==> config.mk <==
export PLATFORM = sky130hd
export DESIGN_NAME = coordinate_line_parser_top
export DESIGN_NICKNAME = d
export VERILOG_FILES = /design/src/hdl/clp_pkg.sv /design/src/hdl/clp_fifo.sv /design/src/hdl/clp_front.sv /design/src/hdl/clp_field.sv /design/src/hdl/clp_back.sv /design/src/hdl/coordinate_line_parser_top.sv
export SDC_FILE = /design/constraint.sdc
export NUM_CORES = 1
export LEC_CHECK = 0
export BUFFER_PORTS_ARGS = -buffer_cell sky130_fd_sc_hd__clkbuf_2
export CAP_MARGIN = 25
export CORE_MARGIN = 2
export CORE_UTILIZATION = 30
export CTS_CLUSTER_DIAMETER = 30
export CTS_CLUSTER_SIZE = 25
export DETAILED_ROUTE_END_ITERATION = 8
export SLEW_MARGIN = 40
export SYNTH_ARGS = -nofsm -noshare
export SYNTH_HDL_FRONTEND = slang
export SYNTH_SLANG_ARGS = --single-unit
==> constraint.sdc <==
create_clock -name clk -period 7.7 [get_ports clk]
set_input_delay 1.155 -clock clk [delete_from_list [all_inputs] [get_ports clk]]
set_output_delay 1.155 -clock clk [all_outputs]
set_load 0.01 [all_outputs]
==> src/hdl/clp_pkg.sv <==
package clp_pkg;

    // Default sizes.
    localparam int LINE_CAPACITY_DEF  = 64;
    localparam int OP_QUEUE_DEPTH_DEF = 4;
    localparam int RES_QUEUE_DEPTH    = 2;

    // Characters the parser reacts to.
    localparam logic [7:0] CH_D     = 8'h44;
    localparam logic [7:0] CH_X     = 8'h58;
    localparam logic [7:0] CH_Y     = 8'h59;
    localparam logic [7:0] CH_COLON = 8'h3A;
    localparam logic [7:0] CH_COMMA = 8'h2C;
    localparam logic [7:0] CH_LF    = 8'h0A;
    localparam logic [7:0] CH_CR    = 8'h0D;
    localparam logic [7:0] CH_SPACE = 8'h20;
    localparam logic [7:0] CH_TAB   = 8'h09;
    localparam logic [7:0] CH_PLUS  = 8'h2B;
    localparam logic [7:0] CH_MINUS = 8'h2D;
    localparam logic [7:0] CH_ZERO  = 8'h30;
    localparam logic [7:0] CH_NINE  = 8'h39;

    // Value length limit and marker length.
    localparam logic [4:0] MAX_VALUE_LEN = 5'd15;
    localparam logic [1:0] MARKER_LEN    = 2'd3;

    // Magnitude limits of the conversion.
    localparam logic [35:0] MAG_CAP_WIDE = 36'h080000000;
    localparam logic [31:0] MAG_CAP      = 32'h80000000;
    localparam logic [31:0] POS_MAX      = 32'h7FFFFFFF;

    // Line status codes.
    localparam logic [1:0] STATUS_UPDATED   = 2'd0;
    localparam logic [1:0] STATUS_MALFORMED = 2'd1;
    localparam logic [1:0] STATUS_DROPPED   = 2'd2;

    // Operation passed from the front end to the back end.
    typedef enum logic [1:0] {
        OP_START,
        OP_CHAR,
        OP_TERM,
        OP_DROP
    } op_kind_t;

    typedef struct packed {
        op_kind_t   kind;
        logic [7:0] ch;
    } op_t;

    // Search and collect phase of one field.
    typedef enum logic [1:0] {
        PH_SEARCH,
        PH_COLLECT,
        PH_DONE,
        PH_FAIL
    } phase_t;

    // Phase of the number conversion.
    typedef enum logic [1:0] {
        NUM_BLANKS,
        NUM_SIGNED,
        NUM_DIGITS,
        NUM_STOPPED
    } num_phase_t;

    // Status of one field as seen by the back end.
    typedef struct packed {
        phase_t phase;
        logic   has_len;
    } field_stat_t;

    // One result beat.
    typedef struct packed {
        logic [31:0] x;
        logic [31:0] y;
        logic [1:0]  status;
    } result_t;

endpackage

==> src/hdl/clp_fifo.sv <==
module clp_fifo
    import clp_pkg::*;
#(
    parameter int WIDTH = 10,
    parameter int DEPTH = 4
)
(
    input  logic             clk,
    input  logic             rst_n,
    input  logic             wr_en,
    input  logic [WIDTH-1:0] wr_data,
    input  logic             rd_en,
    output logic [WIDTH-1:0] rd_data,
    output logic             full,
    output logic             empty
);

    localparam int PTR_W = (DEPTH > 1) ? $clog2(DEPTH) : 1;
    localparam int CNT_W = $clog2(DEPTH + 1);
    localparam logic [PTR_W-1:0] LAST_PTR = PTR_W'(DEPTH - 1);
    localparam logic [CNT_W-1:0] FULL_CNT = CNT_W'(DEPTH);

    logic [WIDTH-1:0] mem [DEPTH];
    logic [PTR_W-1:0] wr_ptr_reg;
    logic [PTR_W-1:0] rd_ptr_reg;
    logic [CNT_W-1:0] count_reg;
    logic             do_wr;
    logic             do_rd;

    assign full    = (count_reg == FULL_CNT);
    assign empty   = (count_reg == '0);
    assign do_wr   = wr_en && !full;
    assign do_rd   = rd_en && !empty;
    assign rd_data = mem[rd_ptr_reg];

    // Storage; entries carry no reset.
    always_ff @(posedge clk)
    begin
        if (do_wr)
        begin
            mem[wr_ptr_reg] <= wr_data;
        end
    end

    // Pointers and fill count.
    always_ff @(posedge clk or negedge rst_n)
    begin
        if (!rst_n)
        begin
            wr_ptr_reg <= '0;
            rd_ptr_reg <= '0;
            count_reg  <= '0;
        end
        else
        begin
            if (do_wr)
            begin
                wr_ptr_reg <= (wr_ptr_reg == LAST_PTR) ? '0 : wr_ptr_reg + 1'b1;
            end
            if (do_rd)
            begin
                rd_ptr_reg <= (rd_ptr_reg == LAST_PTR) ? '0 : rd_ptr_reg + 1'b1;
            end
            if (do_wr && !do_rd)
            begin
                count_reg <= count_reg + 1'b1;
            end
            else if (do_rd && !do_wr)
            begin
                count_reg <= count_reg - 1'b1;
            end
        end
    end

endmodule

==> src/hdl/clp_front.sv <==
module clp_front
    import clp_pkg::*;
#(
    parameter int LINE_CAPACITY = LINE_CAPACITY_DEF
)
(
    input  logic       clk,
    input  logic       rst_n,
    input  logic       in_beat,
    input  logic [7:0] rx_byte,
    output logic       op_push,
    output op_t        op_data
);

    localparam int CNT_W = $clog2(LINE_CAPACITY);
    localparam logic [CNT_W-1:0] LAST_CNT = CNT_W'(LINE_CAPACITY - 1);

    logic             in_line_reg;
    logic             in_line_next;
    logic [CNT_W-1:0] count_reg;
    logic [CNT_W-1:0] count_next;

    // Classify each accepted byte and track line framing and length.
    always_comb
    begin
        in_line_next = in_line_reg;
        count_next   = count_reg;
        op_push      = 1'b0;
        op_data.kind = OP_CHAR;
        op_data.ch   = rx_byte;
        if (in_beat)
        begin
            if (!in_line_reg)
            begin
                if (rx_byte == CH_D)
                begin
                    in_line_next = 1'b1;
                    count_next   = CNT_W'(1);
                    op_push      = 1'b1;
                    op_data.kind = OP_START;
                end
            end
            else if (count_reg >= LAST_CNT)
            begin
                // The line has no room left: drop it.
                in_line_next = 1'b0;
                count_next   = '0;
                op_push      = 1'b1;
                op_data.kind = OP_DROP;
            end
            else
            begin
                count_next = count_reg + 1'b1;
                op_push    = 1'b1;
                if (rx_byte == CH_LF || rx_byte == CH_CR)
                begin
                    in_line_next = 1'b0;
                    op_data.kind = OP_TERM;
                end
            end
        end
    end

    // Framing registers.
    always_ff @(posedge clk or negedge rst_n)
    begin
        if (!rst_n)
        begin
            in_line_reg <= 1'b0;
            count_reg   <= '0;
        end
        else
        begin
            in_line_reg <= in_line_next;
            count_reg   <= count_next;
        end
    end

endmodule

==> src/hdl/clp_field.sv <==
module clp_field
    import clp_pkg::*;
(
    input  logic        clk,
    input  logic        rst_n,
    input  logic        clear,
    input  logic        feed,
    input  logic [7:0]  ch,
    input  logic [7:0]  marker_ch,
    input  logic        use_comma,
    output field_stat_t stat,
    output logic [31:0] value
);

    logic [1:0]  prog_reg;
    logic [1:0]  prog_next;
    phase_t      phase_reg;
    phase_t      phase_next;
    logic [4:0]  len_reg;
    logic [4:0]  len_next;
    logic [31:0] accum_reg;
    logic [31:0] accum_next;
    logic        neg_reg;
    logic        neg_next;
    num_phase_t  nph_reg;
    num_phase_t  nph_next;

    logic [1:0]  prog_b;
    phase_t      phase_b;
    logic [4:0]  len_b;
    logic [31:0] accum_b;
    logic        neg_b;
    num_phase_t  nph_b;
    logic [7:0]  want;
    logic [1:0]  prog_adv;
    logic        is_digit;
    logic        is_blank;
    logic [35:0] scaled;
    logic [4:0]  len_inc;

    assign is_digit = (ch >= CH_ZERO) && (ch <= CH_NINE);
    assign is_blank = (ch == CH_SPACE) || ((ch >= CH_TAB) && (ch <= CH_CR));

    // Marker search, value length check and atoi-style conversion.
    always_comb
    begin
        prog_b  = clear ? 2'd0 : prog_reg;
        phase_b = clear ? PH_SEARCH : phase_reg;
        len_b   = clear ? 5'd0 : len_reg;
        accum_b = clear ? 32'd0 : accum_reg;
        neg_b   = clear ? 1'b0 : neg_reg;
        nph_b   = clear ? NUM_BLANKS : nph_reg;

        prog_next  = prog_b;
        phase_next = phase_b;
        len_next   = len_b;
        accum_next = accum_b;
        neg_next   = neg_b;
        nph_next   = nph_b;

        want = (prog_b == 2'd0) ? CH_D : ((prog_b == 2'd1) ? marker_ch : CH_COLON);
        prog_adv = (ch == want) ? prog_b + 2'd1 : ((ch == CH_D) ? 2'd1 : 2'd0);
        scaled = ({4'd0, accum_b} << 3) + ({4'd0, accum_b} << 1) + {32'd0, ch[3:0]};
        len_inc = len_b + 5'd1;

        if (feed)
        begin
            case (phase_b)
                PH_SEARCH:
                begin
                    if (prog_adv == MARKER_LEN)
                    begin
                        prog_next  = 2'd0;
                        phase_next = PH_COLLECT;
                        len_next   = 5'd0;
                        accum_next = 32'd0;
                        neg_next   = 1'b0;
                        nph_next   = NUM_BLANKS;
                    end
                    else
                    begin
                        prog_next = prog_adv;
                    end
                end
                PH_COLLECT:
                begin
                    if (use_comma && ch == CH_COMMA)
                    begin
                        phase_next = (len_b != 5'd0) ? PH_DONE : PH_FAIL;
                    end
                    else
                    begin
                        len_next = len_inc;
                        if (len_inc > MAX_VALUE_LEN)
                        begin
                            phase_next = PH_FAIL;
                        end
                        else if (nph_b == NUM_STOPPED)
                        begin
                            nph_next = NUM_STOPPED;
                        end
                        else if (nph_b == NUM_BLANKS && !is_digit)
                        begin
                            if (!is_blank)
                            begin
                                if (ch == CH_PLUS || ch == CH_MINUS)
                                begin
                                    neg_next = (ch == CH_MINUS);
                                    nph_next = NUM_SIGNED;
                                end
                                else
                                begin
                                    nph_next = NUM_STOPPED;
                                end
                            end
                        end
                        else if (is_digit)
                        begin
                            accum_next = (scaled > MAG_CAP_WIDE) ? MAG_CAP : scaled[31:0];
                            nph_next   = NUM_DIGITS;
                        end
                        else
                        begin
                            nph_next = NUM_STOPPED;
                        end
                    end
                end
                default:
                begin
                    phase_next = phase_b;
                end
            endcase
        end
    end

    // Field state registers.
    always_ff @(posedge clk or negedge rst_n)
    begin
        if (!rst_n)
        begin
            prog_reg  <= 2'd0;
            phase_reg <= PH_SEARCH;
            len_reg   <= 5'd0;
            accum_reg <= 32'd0;
            neg_reg   <= 1'b0;
            nph_reg   <= NUM_BLANKS;
        end
        else
        begin
            prog_reg  <= prog_next;
            phase_reg <= phase_next;
            len_reg   <= len_next;
            accum_reg <= accum_next;
            neg_reg   <= neg_next;
            nph_reg   <= nph_next;
        end
    end

    // Signed value with the positive side clamped.
    assign value = neg_reg ? (32'd0 - accum_reg) : (accum_reg[31] ? POS_MAX : accum_reg);

    assign stat.phase   = phase_reg;
    assign stat.has_len = (len_reg != 5'd0);

endmodule

==> src/hdl/clp_back.sv <==
module clp_back
    import clp_pkg::*;
(
    input  logic    clk,
    input  logic    rst_n,
    input  logic    op_valid,
    input  op_t     op_data,
    output logic    op_pop,
    input  logic    res_full,
    output logic    res_push,
    output result_t res_data
);

    field_stat_t x_stat;
    field_stat_t y_stat;
    logic [31:0] x_value;
    logic [31:0] y_value;
    logic        feed;
    logic        clear;
    logic        both_ok;
    logic [31:0] held_x_reg;
    logic [31:0] held_x_next;
    logic [31:0] held_y_reg;
    logic [31:0] held_y_next;

    // Take an operation only when a result beat would fit.
    assign op_pop = op_valid && !res_full;
    assign clear  = op_pop && (op_data.kind == OP_START);
    assign feed   = op_pop && (op_data.kind == OP_START || op_data.kind == OP_CHAR);

    // X value ends at a comma; Y value ends at the line terminator.
    clp_field u_x_field (
        .clk       (clk),
        .rst_n     (rst_n),
        .clear     (clear),
        .feed      (feed),
        .ch        (op_data.ch),
        .marker_ch (CH_X),
        .use_comma (1'b1),
        .stat      (x_stat),
        .value     (x_value)
    );

    clp_field u_y_field (
        .clk       (clk),
        .rst_n     (rst_n),
        .clear     (clear),
        .feed      (feed),
        .ch        (op_data.ch),
        .marker_ch (CH_Y),
        .use_comma (1'b0),
        .stat      (y_stat),
        .value     (y_value)
    );

    assign both_ok = (x_stat.phase == PH_DONE) && (y_stat.phase == PH_COLLECT) && y_stat.has_len;

    // Line end or drop: emit a result beat; a well-formed line also updates the held coordinates.
    always_comb
    begin
        held_x_next     = held_x_reg;
        held_y_next     = held_y_reg;
        res_push        = 1'b0;
        res_data.status = STATUS_MALFORMED;
        if (op_pop)
        begin
            case (op_data.kind)
                OP_TERM:
                begin
                    res_push = 1'b1;
                    if (both_ok)
                    begin
                        held_x_next     = x_value;
                        held_y_next     = y_value;
                        res_data.status = STATUS_UPDATED;
                    end
                end
                OP_DROP:
                begin
                    res_push        = 1'b1;
                    res_data.status = STATUS_DROPPED;
                end
                default:
                begin
                    res_push = 1'b0;
                end
            endcase
        end
        res_data.x = held_x_next;
        res_data.y = held_y_next;
    end

    // Held coordinates.
    always_ff @(posedge clk or negedge rst_n)
    begin
        if (!rst_n)
        begin
            held_x_reg <= 32'd0;
            held_y_reg <= 32'd0;
        end
        else
        begin
            held_x_reg <= held_x_next;
            held_y_reg <= held_y_next;
        end
    end

endmodule

==> src/hdl/coordinate_line_parser_top.sv <==
// A terminating or overflowing byte is written into the operation queue when it is accepted;
// its result beat enters the result queue when the back end takes that operation.
// Throughput: one byte per cycle unless the operation queue is full; the back end takes one
// operation per cycle from the operation queue and stalls only while the result queue is full.
// Reset (rst_n low, asynchronous) clears framing, both field searches, the held
// coordinates to zero and both queues; no clearing pass follows.
module coordinate_line_parser_top
    import clp_pkg::*;
#(
    parameter int LINE_CAPACITY  = LINE_CAPACITY_DEF,
    parameter int OP_QUEUE_DEPTH = OP_QUEUE_DEPTH_DEF
)
(
    input  logic               clk,
    input  logic               rst_n,
    input  logic               push,
    output logic               full,
    input  logic [7:0]         rx_byte,
    output logic               empty,
    input  logic               pop,
    output logic signed [31:0] coord_x,
    output logic signed [31:0] coord_y,
    output logic [1:0]         line_status
);

    localparam int OP_W  = $bits(op_t);
    localparam int RES_W = $bits(result_t);

    logic             in_beat;
    logic             op_push;
    op_t              op_in;
    logic [OP_W-1:0]  op_out_raw;
    op_t              op_out;
    logic             op_empty;
    logic             op_pop;
    logic             res_full;
    logic             res_push;
    result_t          res_in;
    logic [RES_W-1:0] res_out_raw;
    result_t          res_out;

    assign in_beat = push && !full;

    // Front end: framing and classification.
    clp_front #(
        .LINE_CAPACITY (LINE_CAPACITY)
    ) u_front (
        .clk     (clk),
        .rst_n   (rst_n),
        .in_beat (in_beat),
        .rx_byte (rx_byte),
        .op_push (op_push),
        .op_data (op_in)
    );

    // Queue between front and back end.
    clp_fifo #(
        .WIDTH (OP_W),
        .DEPTH (OP_QUEUE_DEPTH)
    ) u_op_queue (
        .clk     (clk),
        .rst_n   (rst_n),
        .wr_en   (op_push),
        .wr_data (op_in),
        .rd_en   (op_pop),
        .rd_data (op_out_raw),
        .full    (full),
        .empty   (op_empty)
    );

    assign op_out = op_t'(op_out_raw);

    // Back end: field parsing and held coordinates.
    clp_back u_back (
        .clk      (clk),
        .rst_n    (rst_n),
        .op_valid (!op_empty),
        .op_data  (op_out),
        .op_pop   (op_pop),
        .res_full (res_full),
        .res_push (res_push),
        .res_data (res_in)
    );

    // Result queue facing the reader.
    clp_fifo #(
        .WIDTH (RES_W),
        .DEPTH (RES_QUEUE_DEPTH)
    ) u_res_queue (
        .clk     (clk),
        .rst_n   (rst_n),
        .wr_en   (res_push),
        .wr_data (res_in),
        .rd_en   (pop),
        .rd_data (res_out_raw),
        .full    (res_full),
        .empty   (empty)
    );

    assign res_out     = result_t'(res_out_raw);
    assign coord_x     = res_out.x;
    assign coord_y     = res_out.y;
    assign line_status = res_out.status;

endmodule

* After elaboration in Yosys (flattened, before gate mapping) *
Memories as Yosys holds them, arrays and structs flattened.
Cells that the tools add are included.

cells by class
  add/sub/neg operators = 19
  $mul = 0
  divide/modulo/power cells = 0
  magnitude comparators = 9
  eq/ne operators = 27
  shifts and indexed selects = 0
  multiplexer cells = 134
  bitwise gates (word level) = 0
  reduce and logical (&&, ||, !) cells = 47

operators with widths
  operator                                              number
  two-way mux 32 bit                                    25
  case mux 32 bit (2 select lines)                      2
  two-way mux 2 bit                                     44
  adder 35 x 33 -> 36 bit                               2
  adder 36 x 4 -> 36 bit                                2
  > comparator 36 x 32 -> 1 bit, second input constant  2
  subtractor 1 x 32 -> 32 bit, first input constant     2
  two-way mux 31 bit                                    2
  two-way mux 1 bit                                     36
  two-way mux 5 bit                                     7
  == test 8 x 6 -> 1 bit, second input constant         4
  two-way mux 7 bit                                     4
  == test 2 bit, second input constant                  10
  case mux 2 bit (2 select lines)                       5
  case mux 5 bit (2 select lines)                       2
  logical AND 1 bit                                     18
  two-way mux 6 bit                                     3
  == test 8 x 4 -> 1 bit, second input constant         2
  == test 8 x 7 -> 1 bit                                2
  == test 8 x 7 -> 1 bit, second input constant         2
  zero test 2 bit                                       8
  == test 2 x 1 -> 1 bit, second input constant         6
  adder 2 x 1 -> 2 bit, second input constant           5
  adder 5 x 1 -> 5 bit, second input constant           2
  other kinds (21)                                      39

storage, ports and cells
  bits in registers = 170
  latch bits = 0
  bits in writable memories = 172
  bits in read-only memories = 0
  bits of input ports = 12
  output and inout port bits = 68
  word-level logic and storage cells = 260
  memories = 2

memories
  memory           depth  width  rd ports  clocked after Yosys merged registers in  write ports  RTL line        RTL
  u_res_queue.mem  2      66     1         0                                        1            clp_fifo.sv:23  logic [WIDTH-1:0] mem [DEPTH];
  u_op_queue.mem   4      10     1         0                                        1            clp_fifo.sv:23

* Depth between registers and ports, before layout *
Gate-level depths: netlist of the first run.

  word-level depth = 16
  depth in mapped cells = 25
  mapped depth without buffers = 19

* Cells and area by module *
From an unflattened synthesis of the first run, not the netlist that was laid out.

second synthesis, totals
  cells, all modules = 2169
  area, all modules = 22823.1 µm²

by module, submodules not included
  module                         instances  cells each  area each (µm²)  sequential area each (µm²)
  clp_field at u_back.u_y_field  1          834         6438.7           1101.1
  clp_field at u_back.u_x_field  1          818         6157.2           1101.1
  clp_fifo at u_res_queue        1          224         5072.4           4063.9
  clp_back                       1          147         2761.4           1601.5
  clp_fifo at u_op_queue         1          89          1895.6           1376.3
  clp_front                      1          55          480.5            175.2
  coordinate_line_parser_top     1          2           17.5             0.0

* Least setup slack after synthesis of the first run *
OpenSTA, ideal clock, no wires.

  path kind = register -> register
  from = register u_op_queue.rd_ptr_reg[0]
  to = register u_back.u_y_field.accum_reg[27]
  library setup time = 0.126 ns
  arrival time = 5.789 ns
  data required time = 7.574 ns
  setup slack = 1.785 ns
  cell stages (with the launch flop) = 23
  path buffers = 5
  period minus slack after synthesis = 5.915 ns
  cell sequence = dfrtp_1 -> mux4_2 -> or4_1 -> buf_2 -> buf_6 -> clkbuf_1 -> clkbuf_1 -> clkbuf_1 -> and2_1 -> fa_1 -> inv_1 -> fa_1 -> nor2b_1 -> o31a_1 -> o211ai_1 -> a2111oi_0 -> nor3_1 -> o22ai_1 -> nor4_1 -> a21oi_2 -> nor2_4 -> a221oi_1 -> nor2_1

between the ends
  longest elaborated chain between the ends = 14
  elaborated cells between the ends (all ways) = 43
  those cells by class = 4 x add/sub; 4 x order compare; 7 x eq/ne; 17 x mux; 10 x reduce/logical; 1 x memory

ends and longest elaborated chain
  item                                 RTL line                        RTL
  from (decl)                          clp_fifo.sv:25                  logic [PTR_W-1:0] rd_ptr_reg;
  from (signal assigned)               clp_fifo.sv:62                  rd_ptr_reg <= (rd_ptr_reg == LAST_PTR) ? '0 : rd_ptr_reg + 1'b1;
  memory read (4 x 10 bit) (*)         n/a
  zero test 2 bit                      clp_back.sv:28, clp_back.sv:29
  logical AND 1 bit                    clp_back.sv:28                  assign clear = op_pop && (op_data.kind == OP_START);
  two-way mux 32 bit                   clp_field.sv:50                 accum_b = clear ? 32'd0 : accum_reg;
  adder 35 x 33 -> 36 bit              clp_field.sv:63                 scaled = ({4'd0, accum_b} << 3) + ({4'd0, accum_b} << 1) + {32'd0, ch[3:0]};
  adder 36 x 4 -> 36 bit               clp_field.sv:63
  > comparator 36 x 32 -> 1 bit        clp_field.sv:119                accum_next = (scaled > MAG_CAP_WIDE) ? MAG_CAP : scaled[31:0];
  two-way mux 32 bit                   clp_field.sv:119
  two-way mux 32 bit                   clp_field.sv:117                else if (is_digit)
  two-way mux 32 bit                   clp_field.sv:102                else if (nph_b == NUM_BLANKS && !is_digit)
  two-way mux 32 bit                   clp_field.sv:98                 else if (nph_b == NUM_STOPPED)
  two-way mux 32 bit                   clp_field.sv:94                 if (len_inc > MAX_VALUE_LEN)
  case mux 32 bit (2 select lines)     clp_field.sv:68                 case (phase_b)
  two-way mux 32 bit (*)               clp_field.sv:66                 if (feed)
  via u_back.u_y_field.accum_next[27]  clp_field.sv:22                 logic [31:0] accum_next;
  to (signal assigned)                 clp_field.sv:153                accum_reg <= accum_next;
  to (decl)                            clp_field.sv:21                 logic [31:0] accum_reg;

The timed path passes the listed nets; every way through them passes the cells marked *.
A chain may end at the register's enable or synchronous reset.

* Worst setup path in the final report of the first run *
  from = register u_op_queue.rd_ptr_reg[1]
  to = register u_back.u_x_field.accum_reg[17]

between the ends
  longest elaborated chain between the ends = 15
  elaborated cells between the ends (all ways) = 45
  those cells by class = 4 x add/sub; 4 x order compare; 8 x eq/ne; 18 x mux; 10 x reduce/logical; 1 x memory

ends and longest elaborated chain
  item                                 RTL line                        RTL
  memory read (4 x 10 bit) (*)         n/a
  zero test 2 bit                      clp_back.sv:28, clp_back.sv:29
  logical AND 1 bit                    clp_back.sv:28
  two-way mux 32 bit                   clp_field.sv:50
  adder 35 x 33 -> 36 bit              clp_field.sv:63
  adder 36 x 4 -> 36 bit               clp_field.sv:63
  > comparator 36 x 32 -> 1 bit        clp_field.sv:119
  two-way mux 32 bit                   clp_field.sv:119
  two-way mux 32 bit                   clp_field.sv:117
  two-way mux 32 bit                   clp_field.sv:102
  two-way mux 32 bit                   clp_field.sv:98
  two-way mux 32 bit                   clp_field.sv:94
  two-way mux 32 bit                   clp_field.sv:87                 if (use_comma && ch == CH_COMMA)
  case mux 32 bit (2 select lines)     clp_field.sv:68
  two-way mux 32 bit (*)               clp_field.sv:66
  via u_back.u_x_field.accum_next[17]  clp_field.sv:22
  to (signal assigned)                 clp_field.sv:153
  to (decl)                            clp_field.sv:21

Marked as above.

==> results of run 1 <==
## routing by layer
metal | wire length [µm] | vias to the layer above
li1 | - | 8275
met1 | 27930 | 8333
met2 | 25420 | 472
met3 | 3559 | 97
met4 | 1386 | 18
met5 | 108 | -
## metrics by stage
stage	util (%)	hold slack [ns]	total power [W]	instance area, µm²
after floorplan	-	0.4564	0.004311	21200
after global placement	32.17	0.4722	0.005051	22530
after detailed placement	32.23	0.4871	0.005142	22570
after CTS	35.29	0.4858	0.007893	24720
after global routing	35.31	0.5135	0.008260	24730
final	35.31	0.4864	0.007823	24730
## Yosys cell counts (6+ instances only)
cell and count:
a211oi_1 19, a21boi_0 7, a21o_1 36, a21oi_1 138, a22o_1 27, a31oi_1 27
a41oi_1 7, and2_1 79, and3_1 18, buf_1 6, buf_2 6, clkbuf_1 79
dfrtp_1 170, edfxtp_1 172, ha_1 144, inv_1 50, mux2_2 70, mux2i_1 10
mux4_2 10, nand2_1 276, nand2b_1 6, nand3_1 52, nand3b_1 7, nand4_1 28
nor2_1 143, nor2b_1 8, nor3_1 54, nor3b_1 9, nor4_1 19, o2111ai_1 6
o211a_1 7, o211ai_1 12, o21a_1 19, o21ai_0 186, o22ai_1 45, o31ai_1 13
or3_1 20, or4_1 7, xnor2_1 28, xor2_1 21
## final cells by class
class	instances	area [µm²]	share of cell area (%)
multi-input cells	1677	11220	45.37
flip-flops and latches	342	9420	38.09
clock buffers	69	1598	6.461
well taps	940	1176	4.756
repair buffers	98	574.3	2.322
clock inverters	47	548.0	2.216
inverters	51	191.4	0.7741
diodes	1	2.502	0.01012
## final timing paths
check | to | depth (start not counted)
max | u_back.u_x_field.accum_reg[17] | 19
min | u_front.count_reg[1] | 1
max reg2reg | u_back.u_x_field.accum_reg[17] | 19
min reg2reg | u_op_queue.count_reg[2] | 1
max in group asynchronous | u_back.held_x_reg[2] | 2
min in group clk | u_op_queue.count_reg[2] | 1
## critical path: stages, from the launching register on
cell and delay [ns]:
dfrtp_1 0.63, mux4_2 0.48, or4_2 1.01, buf_4 0.40, nand2_1 0.18, xnor2_1 0.09, ha_1 0.20, a31o_2 0.22
ha_1 0.33, nor2b_1 0.18, o211a_1 0.24, o2111ai_1 0.45, a31o_2 0.25, o2bb2ai_1 0.16, o211ai_1 0.12, mux2_2 0.28
nor3_1 0.37, a21o_2 0.19, and3_1 0.59, a22o_1 0.23
## cells by family after synthesis
family	count (synthesis)	synth area share (%)
simple gates	762	17.70
compound gates	628	18.90
flops	342	44.42
buf+inv	148	2.832
fa+ha+maj	148	8.875
mux	90	5.252
xor+xnor	49	2.024
## power by group through the flow
stage / sequential [W] / combinational [W] / clock (W)
floorplan: 0.00252 / 0.00179 / 0
global placement: 0.00255 / 0.00250 / 0
detailed placement: 0.00257 / 0.00257 / 0
CTS: 0.00254 / 0.00259 / 0.00277
global route: 0.00258 / 0.00282 / 0.00286
finish: 0.00254 / 0.00256 / 0.00273
==> reports/results.ini, run 1 <==
[sta]
period_minus_slack_ns = 6.704
finalSetupViolations = 0
fin_tns_setup_ns = 0
setup_ws_ns = 0.9964
finalHoldViolCount = 0
rsz0062_at_grt = no
period_share_pct = 87.06
tightest_slew_ns = 0.8290
fmax_mhz = 149.2
slew_violations = 0
max-slew-margin-rel_pct = 44.15
skew_ns = 0.03221

[synth]
ys_seq_area_share_pct = 44.42
synthArstFlopShare_pct = 49.71
synth_area_leader_cell = edfxtp_1
synth.distinct_cells = 93
synth_area_um2 = 21200
synth_edf_count = 172
syn-num-nets = 2327
synth_flop_cell = edfxtp_1
yosysTopAreaCellShare_pct = 24.36
synth_top_cells_by_area = edfxtp_1 24%, dfrtp_1 20%, ha_1 8.5%
synth_seq_cells = 342
synth.avg_cell_area_um2 = 9.785
ys_warn_count = 0
netlist_instances = 2167

[pwr]
comb_power_share_pct = 32.8
power_frac_seq_pct = 32.4
swShare_pct = 35.90
ir_drop_v = 0.0002482
leakagePower_nw = 10.46
p_sw_w = 0.002809
internal-power_w = 0.005014
p_per_area_nw_per_um2 = 316.3
clkPwrFrac_pct = 34.8

[final_layout]
fillers = 6949
regMostFlops = u_res_queue.mem
layout_common_cells = 275 x nand2_1, 186 x o21ai_0, 172 x edfxtp_1, 169 x dfrtp_1, 144 x ha_1
reg_top3 = u_res_queue.mem x132, u_op_queue.mem x40
largest_register_ffs = 132
layout_commonest_cell = nand2_1
layout-area-overhead-vs-synth_pct = 16.63
final_cells = 3225
layout-drive-gt1-share_pct = 14.58
layout.nets = 2391

[floorplan]
num_rows = 97
start_util_pct = 30.28
die-area_um2 = 72820
io_pins = 80
core_um2 = 70030
die_y_um = 269.9
die_w_um = 269.9

[grt]
grtUsageMet2_pct = 24.10
grt.met3_usage_pct = 2.845
busiest_layer = met2
grt-ovfl-total = 0
met1_usage_pct = 22.88
grt_use_total_pct = 15.85
grt_pass1_wl_um = 94100
grt_max_degree = 129
grt_pass1_vias = 16730
antenna_found_initial = 10

[cts]
cts_post_setup_buffers_inserted = 0
root_buffer = clkbuf_16
htree_levels = 2
clk_path_buf_depth = 3
path_clk_slew_ns = 0.05
clkSinkCount = 342
clkLatencyLatePin_ns = 0.63
cts_tree = built
ctsResizeCount = 0
cts_buffers = 61
postCtsHoldBufs = 0

[routing]
drt_pre_antenna_iters = 6
postRouteAntennaNets = 0
vias = 17200
drt-total-wl_um = 58410
route.detailed.drc = 0
drtIter0Drc = 1473
wire_per_inst_um = 18.11
routed_via_density = 5.332

[setup_path]
criticalPathCategory = flop to flop
rrSetupSlack_ns = 1.0
rr_startpoint = u_op_queue.rd_ptr_reg[1]
cp_max_fo = 49
crit_start = u_op_queue.rd_ptr_reg[1]
startpoint_type = flop
critPathRequiredTime_ns = 8.24
critPathArrivalTime_ns = 7.25
setup.worst_path.end_class = flop

[placement]
dp.final_hpwl_um = 43250
pre_cts_ws_ns = 1.004
place_congestion = 0.9260
io_buffer_count = 79
dp.cells = 3108

[hold_path]
worst_hold_path_type = primary input to async pin

[run_status]
outcome = complete, no violations

[job]
max_cap_viol_count = 0

Power figures use the tool's default switching activity.
==> inputs of run 2 (changes only) <==
--- a/config.mk
+++ b/config.mk
@@ -7,7 +7,7 @@
 export LEC_CHECK = 0
 export BUFFER_PORTS_ARGS = -buffer_cell sky130_fd_sc_hd__clkbuf_2
 export CAP_MARGIN = 25
-export CORE_MARGIN = 2
+export CORE_MARGIN = 3
 export CORE_UTILIZATION = 30
 export CTS_CLUSTER_DIAMETER = 30
 export CTS_CLUSTER_SIZE = 25
==> reports/results.ini, run 2 (synthesized netlist as in run 1, its figures left out) <==
[run_status]
outcome = complete, no violations

[final_layout]
fillers = 6935  ; -0.20%
layout.nets = 2387  ; -0.17%
reg_top3 = u_res_queue.mem x132, u_op_queue.mem x40
layout-area-overhead-vs-synth_pct = 16.26
regMostFlops = u_res_queue.mem
layout-drive-gt1-share_pct = 13.82  ; -0.76 points
largest_register_ffs = 132  ; unchanged
layout_common_cells = 275 x nand2_1, 186 x o21ai_0, 172 x edfxtp_1, 169 x dfrtp_1, 144 x ha_1
layout_commonest_cell = nand2_1

[cts]
clkSinkCount = 342  ; unchanged
cts_tree = built
path_clk_slew_ns = 0.05  ; about the same
clk_path_buf_depth = 3  ; unchanged
htree_levels = 2  ; unchanged
clkLatencyLatePin_ns = 0.63  ; about the same
root_buffer = clkbuf_16
ctsResizeCount = 0  ; unchanged
postCtsHoldBufs = 0  ; unchanged
cts_post_setup_buffers_inserted = 0  ; unchanged
cts_buffers = 60  ; -1.6%

[floorplan]
start_util_pct = 30.59  ; +0.32 points
num_rows = 96  ; -1.0%
die_w_um = 271.9  ; +0.74%
die-area_um2 = 73910  ; +1.5%
io_pins = 80  ; unchanged
die_y_um = 271.9  ; +0.74%
core_um2 = 69310  ; -1.0%

[pwr]
p_sw_w = 0.002743  ; -2.3%
leakagePower_nw = 10.40  ; -0.58%
internal-power_w = 0.005067  ; +1.0%
p_per_area_nw_per_um2 = 316.8  ; +0.15%
power_frac_seq_pct = 32.7  ; +0.3 points
ir_drop_v = 0.0003318  ; +34%
comb_power_share_pct = 32.2  ; -0.6 points
swShare_pct = 35.13  ; -0.78 points
clkPwrFrac_pct = 35.1  ; +0.3 points

[sta]
tightest_slew_ns = 0.8211  ; -0.007837 ns
hold_ws_ns = 0.4950  ; +0.008547 ns
finalHoldViolCount = 0  ; unchanged
fin_tns_setup_ns = 0  ; unchanged
rsz0062_at_grt = no
finalSetupViolations = 0  ; unchanged
slew_violations = 0  ; unchanged
period_share_pct = 88.32  ; +1.3 points
fmax_mhz = 147.1  ; -1.4%
period_minus_slack_ns = 6.800  ; +0.09676 ns
skew_ns = 0.04706  ; +0.01485 ns
max-slew-margin-rel_pct = 44.56  ; +0.41 points

[grt]
grt-ovfl-total = 0  ; unchanged
grt_pass1_wl_um = 92980  ; -1.2%
grt_pass1_vias = 16780  ; +0.25%
grt_use_total_pct = 15.39  ; -0.46 points
grt_max_degree = 129  ; unchanged
antenna_found_initial = 8  ; -2

[placement]
place_congestion = 0.8956  ; -3.3%
dp.final_hpwl_um = 42390  ; -2.0%
io_buffer_count = 79  ; unchanged

[hold_path]
worstHoldEndpoint = u_back.held_y_reg[8]
hold_start = u_back.held_y_reg[8]
holdPathStages = 1
worst_hold_path_type = flop to flop

[routing]
drtIter0Drc = 1444  ; -2.0%
wire_per_inst_um = 17.99  ; -0.65%
drt_pre_antenna_iters = 5  ; -1
postRouteAntennaNets = 0  ; unchanged
vias = 17320  ; +0.74%
routed_via_density = 5.395  ; +1.2%
route.detailed.drc = 0  ; unchanged
drt-total-wl_um = 57770  ; -1.1%

[setup_path]
cp_max_fo = 20  ; -59%
rr_startpoint = u_op_queue.rd_ptr_reg[1]
r2r-end = u_back.u_y_field.accum_reg[29]
crit_start = u_op_queue.rd_ptr_reg[1]
ff2ff_path_depth = 16  ; -3
critPathRequiredTime_ns = 8.19  ; -0.05 ns
criticalPathCategory = flop to flop
startpoint_type = flop
critPathArrivalTime_ns = 7.29  ; +0.04 ns
setup.worst_path.end_class = flop
rrSetupSlack_ns = 0.90  ; -0.10 ns

[job]
max_cap_viol_count = 0  ; unchanged

run 2: cell count changes in the layout (fill, tap and decap cells not counted), moves of 3 or more:
cell and delta:
bufinv_16 +4, clkbuf_1 +6, clkinv_1 +6, clkinv_2 -4, clkinv_4 -10, clkinvlp_4 +3
run 2: worst max-delay path by stage:
stage	end	slack [ns]
2_1_floorplan	u_back.u_y_field.accum_reg[27]	1.79
3_3_place_gp	u_back.u_y_field.accum_reg[27]	1.13
3_5_place_dp	u_back.u_y_field.accum_reg[29]	1.03
4_1_cts	u_back.u_y_field.accum_reg[29]	0.98
5_1_grt	u_back.u_x_field.accum_reg[16]	0.58
6_report	u_back.u_y_field.accum_reg[29]	0.90
run 2: layer usage:
layer | wire length [µm] | global-route usage [%] | vias up | share of wire [%]
li1 | - | - | 8281 | -
met1 | 27710 | 22.35 | 8375 | 48
met2 | 25210 | 23.53 | 547 | 44
met3 | 3568 | 2.528 | 105 | 6.2
met4 | 1187 | 4.476 | 14 | 2.1
met5 | 94 | 0 | - | 0.16
run 2: cell type report:
cell class	instances	area, µm²	share of cell area, %
antenna	1	2.502	0.01015
tap	931	1165	4.725
timing repair buffer	95	535.5	2.172
multi-input combinational	1677	11210	45.48
clock inverter	42	568.0	2.304
clock buffer	72	1556	6.314
sequential	342	9420	38.21
inverter	51	191.4	0.7766
run 2: through the flow:
stage / power (W) / cells / utilization [%] / area [µm²] / setup slack (ns)
final: 0.007810 / 3211 / 35.57 / 24650 / 0.8997
after CTS: 0.007893 / 3210 / 35.56 / 24650 / 0.9813
after detailed placement: 0.005112 / 3096 / 32.50 / 22520 / 1.027
after global routing: 0.008269 / 3210 / 35.56 / 24650 / 0.5794
after global placement: 0.005039 / 3096 / 32.46 / 22500 / 1.128
after floorplan: 0.004311 / 2167 / - / 21200 / 1.785
run 2: power by group through the flow:
stage | combinational [W] | sequential [W] | clock (W)
3_5_place_dp | 0.00252 | 0.00259 | 0
3_3_place_gp | 0.00247 | 0.00257 | 0
6_report | 0.00251 | 0.00255 | 0.00274
2_1_floorplan | 0.00179 | 0.00252 | 0
4_1_cts | 0.00254 | 0.00256 | 0.00280
5_1_grt | 0.00279 | 0.00260 | 0.00288
run 2: worst max-delay path, cell delays in order, from the launching register on:
cell and delay [ns]:
dfrtp_1 0.66, mux4_2 0.49, or4_2 0.94, and2_1 0.30, fa_1 0.41, ha_1 0.36
nor2b_1 0.18, o31a_1 0.35, o2111a_1 0.36, o311ai_0 0.75, nor2_1 0.11, nor3_1 0.47
nor4_1 0.14, a21oi_2 0.51, nor2_4 0.16, a221oi_1 0.39, nor2_1 0.08
